$ cat config.mk
export PLATFORM = sky130hd
export DESIGN_NAME = bit_field_packer_core
export DESIGN_NICKNAME = d
export VERILOG_FILES = /design/src/bfp_pkg.sv /design/src/bfp_front.sv /design/src/bfp_back.sv /design/src/bit_field_packer_core.sv
export SDC_FILE = /design/constraint.sdc
export NUM_CORES = 1
export LEC_CHECK = 0
export ABC_AREA = 1
export ABC_CLOCK_PERIOD_IN_PS = 9300
export CELL_PAD_IN_SITES_DETAIL_PLACEMENT = 1
export CELL_PAD_IN_SITES_GLOBAL_PLACEMENT = 1
export CORE_MARGIN = 1
export CORE_UTILIZATION = 47
export CTS_CLUSTER_DIAMETER = 120
export CTS_CLUSTER_SIZE = 12
export DETAILED_ROUTE_END_ITERATION = 7
export DONT_BUFFER_PORTS = 1
export PLACE_DENSITY = 0.83
export SYNTH_ARGS = -nofsm -noshare
export SYNTH_HDL_FRONTEND = slang
export SYNTH_SLANG_ARGS = --single-unit
$ cat constraint.sdc
create_clock -name clk -period 9.3 [get_ports clk]
set_clock_uncertainty 0.15 [all_clocks]
set_input_delay 1.86 -clock clk [delete_from_list [all_inputs] [get_ports clk]]
set_output_delay 1.86 -clock clk [all_outputs]
set_load 0.005 [all_outputs]
$ cat src/bfp_pkg.sv
// ----------------------------------------------------------------------------
// bfp_pkg
// Shared types and constants for the LSB-first bit field packer.
// ----------------------------------------------------------------------------
package bfp_pkg;

  localparam int MAX_WORD_WIDTH = 64;
  localparam int MAX_ITEM_WIDTH = 32;

  localparam int ITEM_W  = 32;
  localparam int IW_W    = 6;
  localparam int WW_W    = 7;
  localparam int CFG_W   = 7;
  localparam int WORD_W  = 64;
  localparam int COMB_W  = WORD_W + ITEM_W;

  localparam int CMD_DEPTH   = 2;
  localparam int CMD_PTR_W   = $clog2(CMD_DEPTH);
  localparam int CMD_CNT_W   = $clog2(CMD_DEPTH + 1);
  localparam int OUT_DEPTH   = 4;
  localparam int OUT_PTR_W   = $clog2(OUT_DEPTH);
  localparam int OUT_CNT_W   = $clog2(OUT_DEPTH + 1);

  localparam logic [0:0] REG_ITEM_WIDTH = 1'd0;
  localparam logic [0:0] REG_WORD_WIDTH = 1'd1;

  localparam logic [IW_W-1:0] ITEM_WIDTH_RESET = 6'd7;
  localparam logic [WW_W-1:0] WORD_WIDTH_RESET = 7'd8;

  typedef struct packed {
    logic [ITEM_W-1:0] item_value;
    logic              last_item;
  } in_word_t;

  typedef struct packed {
    logic [WORD_W-1:0] packed_word;
    logic [WW_W-1:0]   valid_bits;
    logic              last_word;
  } out_word_t;

  typedef struct packed {
    logic [ITEM_W-1:0] value;
    logic [IW_W-1:0]   iw;
    logic [WW_W-1:0]   ww;
    logic              last;
  } cmd_t;

endpackage

$ cat src/bfp_front.sv
// ----------------------------------------------------------------------------
// bfp_front
// Holds the width registers, masks and classifies each incoming word and
// queues it, with its effective widths, for the packing stage.
// ----------------------------------------------------------------------------
module bfp_front import bfp_pkg::*; (
  input  logic             clk,
  input  logic             rst,
  input  logic             cfg_write,
  input  logic [0:0]       cfg_index,
  input  logic [CFG_W-1:0] cfg_data,
  input  logic             push,
  input  in_word_t         item,
  output logic             full,
  output cmd_t             cmd,
  output logic             cmd_valid,
  input  logic             cmd_take,
  output logic             word_clear
);

  logic [IW_W-1:0]      item_width;
  logic [WW_W-1:0]      word_width;
  cmd_t                 q [CMD_DEPTH];
  logic [CMD_PTR_W-1:0] wr_ptr;
  logic [CMD_PTR_W-1:0] rd_ptr;
  logic [CMD_CNT_W-1:0] count;

  logic [WW_W-1:0]   ww_eff;
  logic [IW_W-1:0]   iw_sat;
  logic [IW_W-1:0]   iw_eff;
  logic [ITEM_W-1:0] mask;
  cmd_t              cmd_in;
  logic              accept;

  always_comb begin
    if (word_width == '0) begin
      ww_eff = WW_W'(1);
    end else if (word_width > WW_W'(MAX_WORD_WIDTH)) begin
      ww_eff = WW_W'(MAX_WORD_WIDTH);
    end else begin
      ww_eff = word_width;
    end
    if (item_width > IW_W'(MAX_ITEM_WIDTH)) begin
      iw_sat = IW_W'(MAX_ITEM_WIDTH);
    end else begin
      iw_sat = item_width;
    end
    if ({1'b0, iw_sat} > ww_eff) begin
      iw_eff = ww_eff[IW_W-1:0];
    end else begin
      iw_eff = iw_sat;
    end
    if (iw_eff >= IW_W'(ITEM_W)) begin
      mask = '1;
    end else begin
      mask = (ITEM_W'(1) << iw_eff) - ITEM_W'(1);
    end
    cmd_in.value = item.item_value & mask;
    cmd_in.iw    = iw_eff;
    cmd_in.ww    = ww_eff;
    cmd_in.last  = item.last_item;
  end

  assign full       = (count == CMD_CNT_W'(CMD_DEPTH));
  assign accept     = push && !full;
  assign cmd_valid  = (count != '0);
  assign cmd        = q[rd_ptr];
  assign word_clear = cfg_write && (cfg_index == REG_WORD_WIDTH);

  always_ff @(posedge clk) begin
    if (rst) begin
      item_width <= ITEM_WIDTH_RESET;
      word_width <= WORD_WIDTH_RESET;
    end else if (cfg_write) begin
      case (cfg_index)
        REG_ITEM_WIDTH: item_width <= cfg_data[IW_W-1:0];
        REG_WORD_WIDTH: word_width <= cfg_data[WW_W-1:0];
        default: ;
      endcase
    end
  end

  always_ff @(posedge clk) begin
    if (accept) begin
      q[wr_ptr] <= cmd_in;
    end
  end

  always_ff @(posedge clk) begin
    if (rst) begin
      wr_ptr <= '0;
      rd_ptr <= '0;
      count  <= '0;
    end else begin
      if (accept) begin
        wr_ptr <= wr_ptr + CMD_PTR_W'(1);
      end
      if (cmd_take) begin
        rd_ptr <= rd_ptr + CMD_PTR_W'(1);
      end
      count <= count + CMD_CNT_W'(accept) - CMD_CNT_W'(cmd_take);
    end
  end

endmodule

$ cat src/bfp_back.sv
// ----------------------------------------------------------------------------
// bfp_back
// Packs queued words into output words, flushes on the last word, and
// holds finished words in a small output queue.
// ----------------------------------------------------------------------------
module bfp_back import bfp_pkg::*; (
  input  logic      clk,
  input  logic      rst,
  input  cmd_t      cmd,
  input  logic      cmd_valid,
  output logic      cmd_take,
  input  logic      word_clear,
  output logic      empty,
  input  logic      pop,
  output out_word_t result
);

  logic [WORD_W-1:0]    pend;
  logic [WW_W-1:0]      pc;
  out_word_t            oq [OUT_DEPTH];
  logic [OUT_PTR_W-1:0] wr_ptr;
  logic [OUT_PTR_W-1:0] rd_ptr;
  logic [OUT_CNT_W-1:0] count;

  logic [COMB_W-1:0] comb;
  logic [COMB_W-1:0] rest_wide;
  logic [WW_W:0]     total;
  logic [WW_W:0]     rem;
  logic              closes;
  logic [WORD_W-1:0] wmask;
  logic [WORD_W-1:0] pend_next;
  logic [WW_W-1:0]   pc_next;
  logic              flush;
  out_word_t         r0;
  out_word_t         r1;
  logic              popped;

  always_comb begin
    comb      = {{ITEM_W{1'b0}}, pend} | ({{WORD_W{1'b0}}, cmd.value} << pc);
    total     = {1'b0, pc} + (WW_W + 1)'(cmd.iw);
    closes    = (total >= {1'b0, cmd.ww});
    rem       = total - {1'b0, cmd.ww};
    rest_wide = comb >> cmd.ww;
    if (cmd.ww >= WW_W'(WORD_W)) begin
      wmask = '1;
    end else begin
      wmask = (WORD_W'(1) << cmd.ww) - WORD_W'(1);
    end
    if (closes) begin
      pend_next = rest_wide[WORD_W-1:0];
      pc_next   = rem[WW_W-1:0];
    end else begin
      pend_next = comb[WORD_W-1:0];
      pc_next   = total[WW_W-1:0];
    end
    flush          = cmd.last && (pc_next != '0);
    r0.packed_word = comb[WORD_W-1:0] & wmask;
    r0.valid_bits  = cmd.ww;
    r0.last_word   = cmd.last && (rem == '0);
    r1.packed_word = pend_next;
    r1.valid_bits  = pc_next;
    r1.last_word   = 1'b1;
  end

  assign cmd_take = cmd_valid && (count <= OUT_CNT_W'(OUT_DEPTH - 2));
  assign empty    = (count == '0);
  assign popped   = pop && !empty;
  assign result   = oq[rd_ptr];

  always_ff @(posedge clk) begin
    if (rst || word_clear) begin
      pend <= '0;
      pc   <= '0;
    end else if (cmd_take) begin
      if (cmd.last) begin
        pend <= '0;
        pc   <= '0;
      end else begin
        pend <= pend_next;
        pc   <= pc_next;
      end
    end
  end

  always_ff @(posedge clk) begin
    if (cmd_take) begin
      if (closes) begin
        oq[wr_ptr] <= r0;
        if (flush) begin
          oq[wr_ptr + OUT_PTR_W'(1)] <= r1;
        end
      end else if (flush) begin
        oq[wr_ptr] <= r1;
      end
    end
  end

  always_ff @(posedge clk) begin
    if (rst) begin
      wr_ptr <= '0;
      rd_ptr <= '0;
      count  <= '0;
    end else begin
      if (cmd_take) begin
        wr_ptr <= wr_ptr + OUT_PTR_W'(closes) + OUT_PTR_W'(flush);
      end
      if (popped) begin
        rd_ptr <= rd_ptr + OUT_PTR_W'(1);
      end
      count <= count + (cmd_take ? (OUT_CNT_W'(closes) + OUT_CNT_W'(flush)) : '0)
               - OUT_CNT_W'(popped);
    end
  end

endmodule

$ cat src/bit_field_packer_core.sv
// ----------------------------------------------------------------------------
// bit_field_packer_core
// Packs narrow words LSB-first into output words of configurable width.
// ----------------------------------------------------------------------------
// One input word is taken every cycle while the downstream side keeps up;
// each input word yields at most two output words (a last word that closes
// a full word and leaves a remainder), and the output queue hands out one
// word per cycle while the consumer pops. A two-entry command queue
// separates classification from packing, and a four-entry output queue
// separates packing from the consumer. Writing word_width drops any
// partially filled word; item_width takes effect on the next input word.
// Write the registers only while the block is idle.
// ----------------------------------------------------------------------------
module bit_field_packer_core import bfp_pkg::*; (
  input  logic             clk,
  input  logic             rst,
  input  logic             cfg_write,
  input  logic [0:0]       cfg_index,
  input  logic [CFG_W-1:0] cfg_data,
  input  logic             push,
  input  in_word_t         item,
  output logic             full,
  output logic             empty,
  input  logic             pop,
  output out_word_t        result
);

  cmd_t cmd;
  logic cmd_valid;
  logic cmd_take;
  logic word_clear;

  bfp_front u_front (
    .clk        (clk),
    .rst        (rst),
    .cfg_write  (cfg_write),
    .cfg_index  (cfg_index),
    .cfg_data   (cfg_data),
    .push       (push),
    .item       (item),
    .full       (full),
    .cmd        (cmd),
    .cmd_valid  (cmd_valid),
    .cmd_take   (cmd_take),
    .word_clear (word_clear)
  );

  bfp_back u_back (
    .clk        (clk),
    .rst        (rst),
    .cmd        (cmd),
    .cmd_valid  (cmd_valid),
    .cmd_take   (cmd_take),
    .word_clear (word_clear),
    .empty      (empty),
    .pop        (pop),
    .result     (result)
  );

endmodule

; After elaboration in Yosys (flattened, before gate mapping)
; Memory sizes are Yosys's and may differ from the RTL's. A register that Yosys moved wholly into a read port is not among the register bits.
; Cells that the tools add are included.
[totals]
ramBits = 380
input_bits = 46
memories = 2
reg_bits = 95
wordCells = 88
out_inout_bits = 74
[memory_table]
columns = memory, depth, width, rd, rd_ports_with_merged_regs, wr, line_no
row1 = u_back.oq, 4, 72, 1, 1, 2, bfp_back.sv:20  ; out_word_t oq [OUT_DEPTH];
row2 = u_front.q, 2, 46, 1, 1, 1, bfp_front.sv:23  ; cmd_t q [CMD_DEPTH];
[classes]
n_addsub = 15
bitwise_logic = 5
muxes = 28
shifts = 4
reduce_logical = 16
eq_ne = 1
n_lt_le_gt_ge = 7
[ops]
columns = cell, n
row1 = 64-bit 2-to-1 mux, 3
row2 = 64-bit by 96-bit bitwise OR with 96-bit output, 1
row3 = 32-bit by 7-bit << shifter with 96-bit output, 1
row4 = 96-bit by 7-bit right shift with 64-bit output, 1
row5 = 72-bit 2-to-1 mux, 1
row6 = 64-bit AND, 1
row7 = "1-bit by 7-bit << shifter with 64-bit output, first input constant", 1
row8 = "64-bit by 2-bit subtractor with 64-bit output, second input constant", 1
row9 = 32-bit AND, 1
row10 = 32-bit 2-to-1 mux, 1
row11 = "1-bit by 6-bit << shifter with 32-bit output, first input constant", 1
row12 = "32-bit by 2-bit subtractor with 32-bit output, second input constant", 1
row13 = 7-bit 2-to-1 mux, 4
row14 = 1-bit 2-to-1 mux, 14
row15 = 6-bit 2-to-1 mux, 2
row16 = 7-bit by 6-bit adder with 8-bit output, 1
row17 = 8-bit by 7-bit greater-or-equal comparator with 1-bit output, 1
row18 = 8-bit zero test, 1
row19 = 8-bit by 7-bit subtractor with 8-bit output, 1
row20 = "7-bit greater-or-equal comparator, second input constant", 1
row21 = 6-bit by 7-bit greater-than comparator with 1-bit output, 1
row22 = "7-bit greater-than comparator, second input constant", 1
row23 = 7-bit zero test, 1
row24 = 7-bit nonzero test, 1
row25 = 21 further kinds, 33

; Depth between registers and ports, before layout
[logic_depth]
depth_word = 10
ltp_mapped = 40
ltp_nobuf = 33

; Modules after synthesis
; From an unflattened synthesis, not the netlist that was laid out.
[hier_totals]
hier_cells = 5631
hier_area_um2 = 37329.6
[modules_own_cells]
columns = mod, seq_area_each_um2, instances, area_each_um2, cells_each
row1 = bfp_back, 10209.8, 1, 31670.4, 5056
row2 = bfp_front, 3123.0, 1, 5659.2, 575

; Worst setup path before layout
; Ideal clock, no wire load.
[synth_timing]
path_type = reg-to-reg
start = register with a tool-made name
end = memory u_back.oq[0][10] (netlist bit), enable pin
setup_slack_ps = 1993
n_path_buf = 6
stages_incl_launch_ff = 39
t_arrival_ps = 6725
t_required_ps = 8718
cell_sequence = dfxtp_1 > buf_4 > inv_2 > buf_6 > buf_4 > nand2_1 > nand2_1 > ha_1 > fa_1 > nand3_1 > and2_1 > nor2_1 > nor2_1 > o21bai_1 > xor2_1 > inv_1 > ha_1 > inv_1 > (+3 left out) > buf_2 > inv_1 > clkbuf_1 > clkbuf_1 > nand2_1 > nand2_1 > nand4_1 > nor2_1 > a21oi_1 > ha_1 > inv_1 > nor2_1 > clkinv_1 > o21ai_0 > inv_1 > nor3_1 > clkinv_1 > nand2_1
[synth_rtl]
columns = item, line_no
row1 = end: declaration, bfp_back.sv:20

==> run metrics <==
critical path type=reg -> reg; final hold viol count=0; clk root buf=clkbuf_16; crit path max fanout=58; sequential cell area fraction in the yosys report=36.66%; Routed WL=183200 µm; DR iter-0 viols=6074; Cell Rows=101; Slew HR=12.11%; H-Tree Depth=2; Worst EP required=9.45 ns; max-slew violations=0; core footprint=76200 µm²; pin count of the biggest net entering global routing=92; Worst-Margin Slew=1.313 ns; grt ovf=0; Hold Buf Count CTS=0; drt pass-1 iters=6; worst min-delay path category=reg -> reg; status=complete, no violations; # IOs=120; Worst Setup End Kind=flip-flop; Post-DP HPWL=134100 µm; startpoint types=flip-flop; Worst-Skew Late Latency=0.64 ns; die area=78490 µm²; die height=280.2 µm; Net count, final=5376; Synth Register Bits=478; wire length of the first global-routing pass=266300 µm; number of synthesis warnings=0; cells after synthesis=5531; Setup Fix Bufs, Post-CTS=0; Area Overhead vs Synth=5.440%; crit path DAT=7.78 ns; post_cts resized=0; gp weighted congestion=1.103; antenna violations before repair=9; Setup-failing EPs final=0; Die Width=280.2 µm; Synth Area per Inst=6.575 µm²; CTS tree=done; Max Cap Violations=0; vias per inst=6.651; f_max=131.1 MHz; fin crit share=82.04%; via count=42360; vias in the first global route=40930; Post-DRT Antenna Nets=0; IO buf count=0; most common cell after layout, fill and taps aside=nand2_1; most frequent cells in the layout=nand2_1 (1868), nand3_1 (1318), edfxtp_1 (376); Slowest cell on crit path=nand2_4; CTS sink count=478; unrepaired setup endpoints after global routing=false; Routed wire per std cell=28.76 µm; Starting Density=47.72%; layout cell share with drive strength beyond 1=4.760%; CTS Buf Count=47; Tmin final=7.630 ns; Setup TNS Final=0 ns; Critical Path Max Stage Delay=0.82 ns; clock buffer depth=3; synthesized cell area=36370 µm²; Overall Global Routing Usage=45.66%; post-synth cell types=61; drt drc=0; syn nets=5609; fillers=10180; clk slew on worst S/H paths=0.09 ns
## synthesized netlist by cell type (all sizes together)
master   instances  area [µm²]
nand2         1893        7176
nand3         1321        6634
edfxtp         376       11290
nor2           360        1431
o21ai          280        1484
inv            251       944.7
clkbuf         208       780.8
buf            163       767.0
a21oi          134       674.4
nand4          128       807.0
o22ai          107       669.4
dfxtp          102        2042
nor3            39       205.2
ha              28       350.3
o211ai          27       212.7
o2111ai         13       113.9
xor2            11       96.34
clkinv          10       37.54
o31ai            9       67.56
xnor2            8       70.07
or2              7       43.80
o21bai           6       45.04
a31oi            5       31.28
and2             5       31.28
a21boi           4       30.03
a22o             4       35.03
and3             4       25.02
fa               4       80.08
nor3b            4       30.03
o22a             4       35.03
nand3b           3       22.52
nor4             3       18.77
a41oi            2       17.52
nor4b            2       17.52
a21o             1       7.510
a31o             1       8.760
o21a             1       7.510
o221ai           1       8.760
o311ai           1       8.760
or4              1       7.510
## sequential cells by signal (all words and copies together), names as in the netlist, named ones only
register / cells
u_back.pc: 7
u_front.item_width: 6
u_back.oq: 288
u_front.rd_ptr: 1
u_back.pend: 64
u_front.wr_ptr: 1
u_back.wr_ptr: 2
u_front.q: 92
u_back.count: 3
u_back.rd_ptr: 2
u_front.count: 2
u_front.word_width: 7
## cell type report
type                    instances  area [µm²]  share of cell area [%]
diodes                          3       7.507                 0.01958
clock buffers                  81        1345                   3.508
clock inverters                 6       71.32                  0.1860
inverters                     261       984.7                   2.568
multi-input cells            4421       20640                   53.82
flip-flops and latches        478       13340                   34.79
well taps                    1030        1289                   3.361
repair buffers                 89       668.1                   1.742
## critical path: cells and delay by family, from the launching register on
family	cells	cell delay [ns]
compound gates	4	0.64
xor+xnor	1	0.20
fa+ha+maj	4	1.17
buf+inv	9	1.84
flops	1	0.62
simple gates	15	2.64
## per-stage QoR
stage | hold slack (ns) | std cells | utilization, % | setup slack (ns) | area (µm²)
floorplan | 0.2757 | 5531 | - | 1.993 | 36370
global placement | 0.2848 | 6279 | 48.45 | 2.106 | 36920
detailed placement | 0.3039 | 6279 | 48.45 | 1.780 | 36920
CTS | 0.3179 | 6366 | 50.31 | 1.728 | 38340
global route | 0.3374 | 6366 | 50.31 | 1.125 | 38340
finish | 0.3186 | 6369 | 50.32 | 1.670 | 38340
## layer usage
| metal | track usage [%] | share of wire, % |
|---|---|---|
| met2 | 69.50 | 43 |
| met4 | 23.46 | 6.1 |
| met1 | 58.20 | 38 |
| met5 | 0.9381 | 0.094 |
| met3 | 13.87 | 13 |
## cell families after synthesis
| kind of cell | synth area share [%] |
|---|---|
| AND/OR/NAND/NOR | 45.23 |
| buffers and inverters | 6.957 |
| AO/OA/AOI/OAI | 9.506 |
| flip-flops | 36.66 |
| adder cells (fa/ha/maj) | 1.184 |
| XOR/XNOR | 0.4576 |
## final timing paths
| path | from | endpoint | slack (ns) | cells past startpoint |
|---|---|---|---|---|
| hold reg to reg | u_back.pend[18] | u_back.pend[18] | 0.32 | 2 |
| setup / recovery | flip-flop | u_back.oq[2][1] | 1.67 | 33 |
| hold / removal | u_back.pend[18] | u_back.pend[18] | 0.32 | 2 |
| setup reg to reg | flip-flop | u_back.oq[2][1] | 1.67 | 33 |
Power is left out: the tool's default activity adds up to more than one toggle a clock period on the data nets, which glitch-free logic cannot reach.
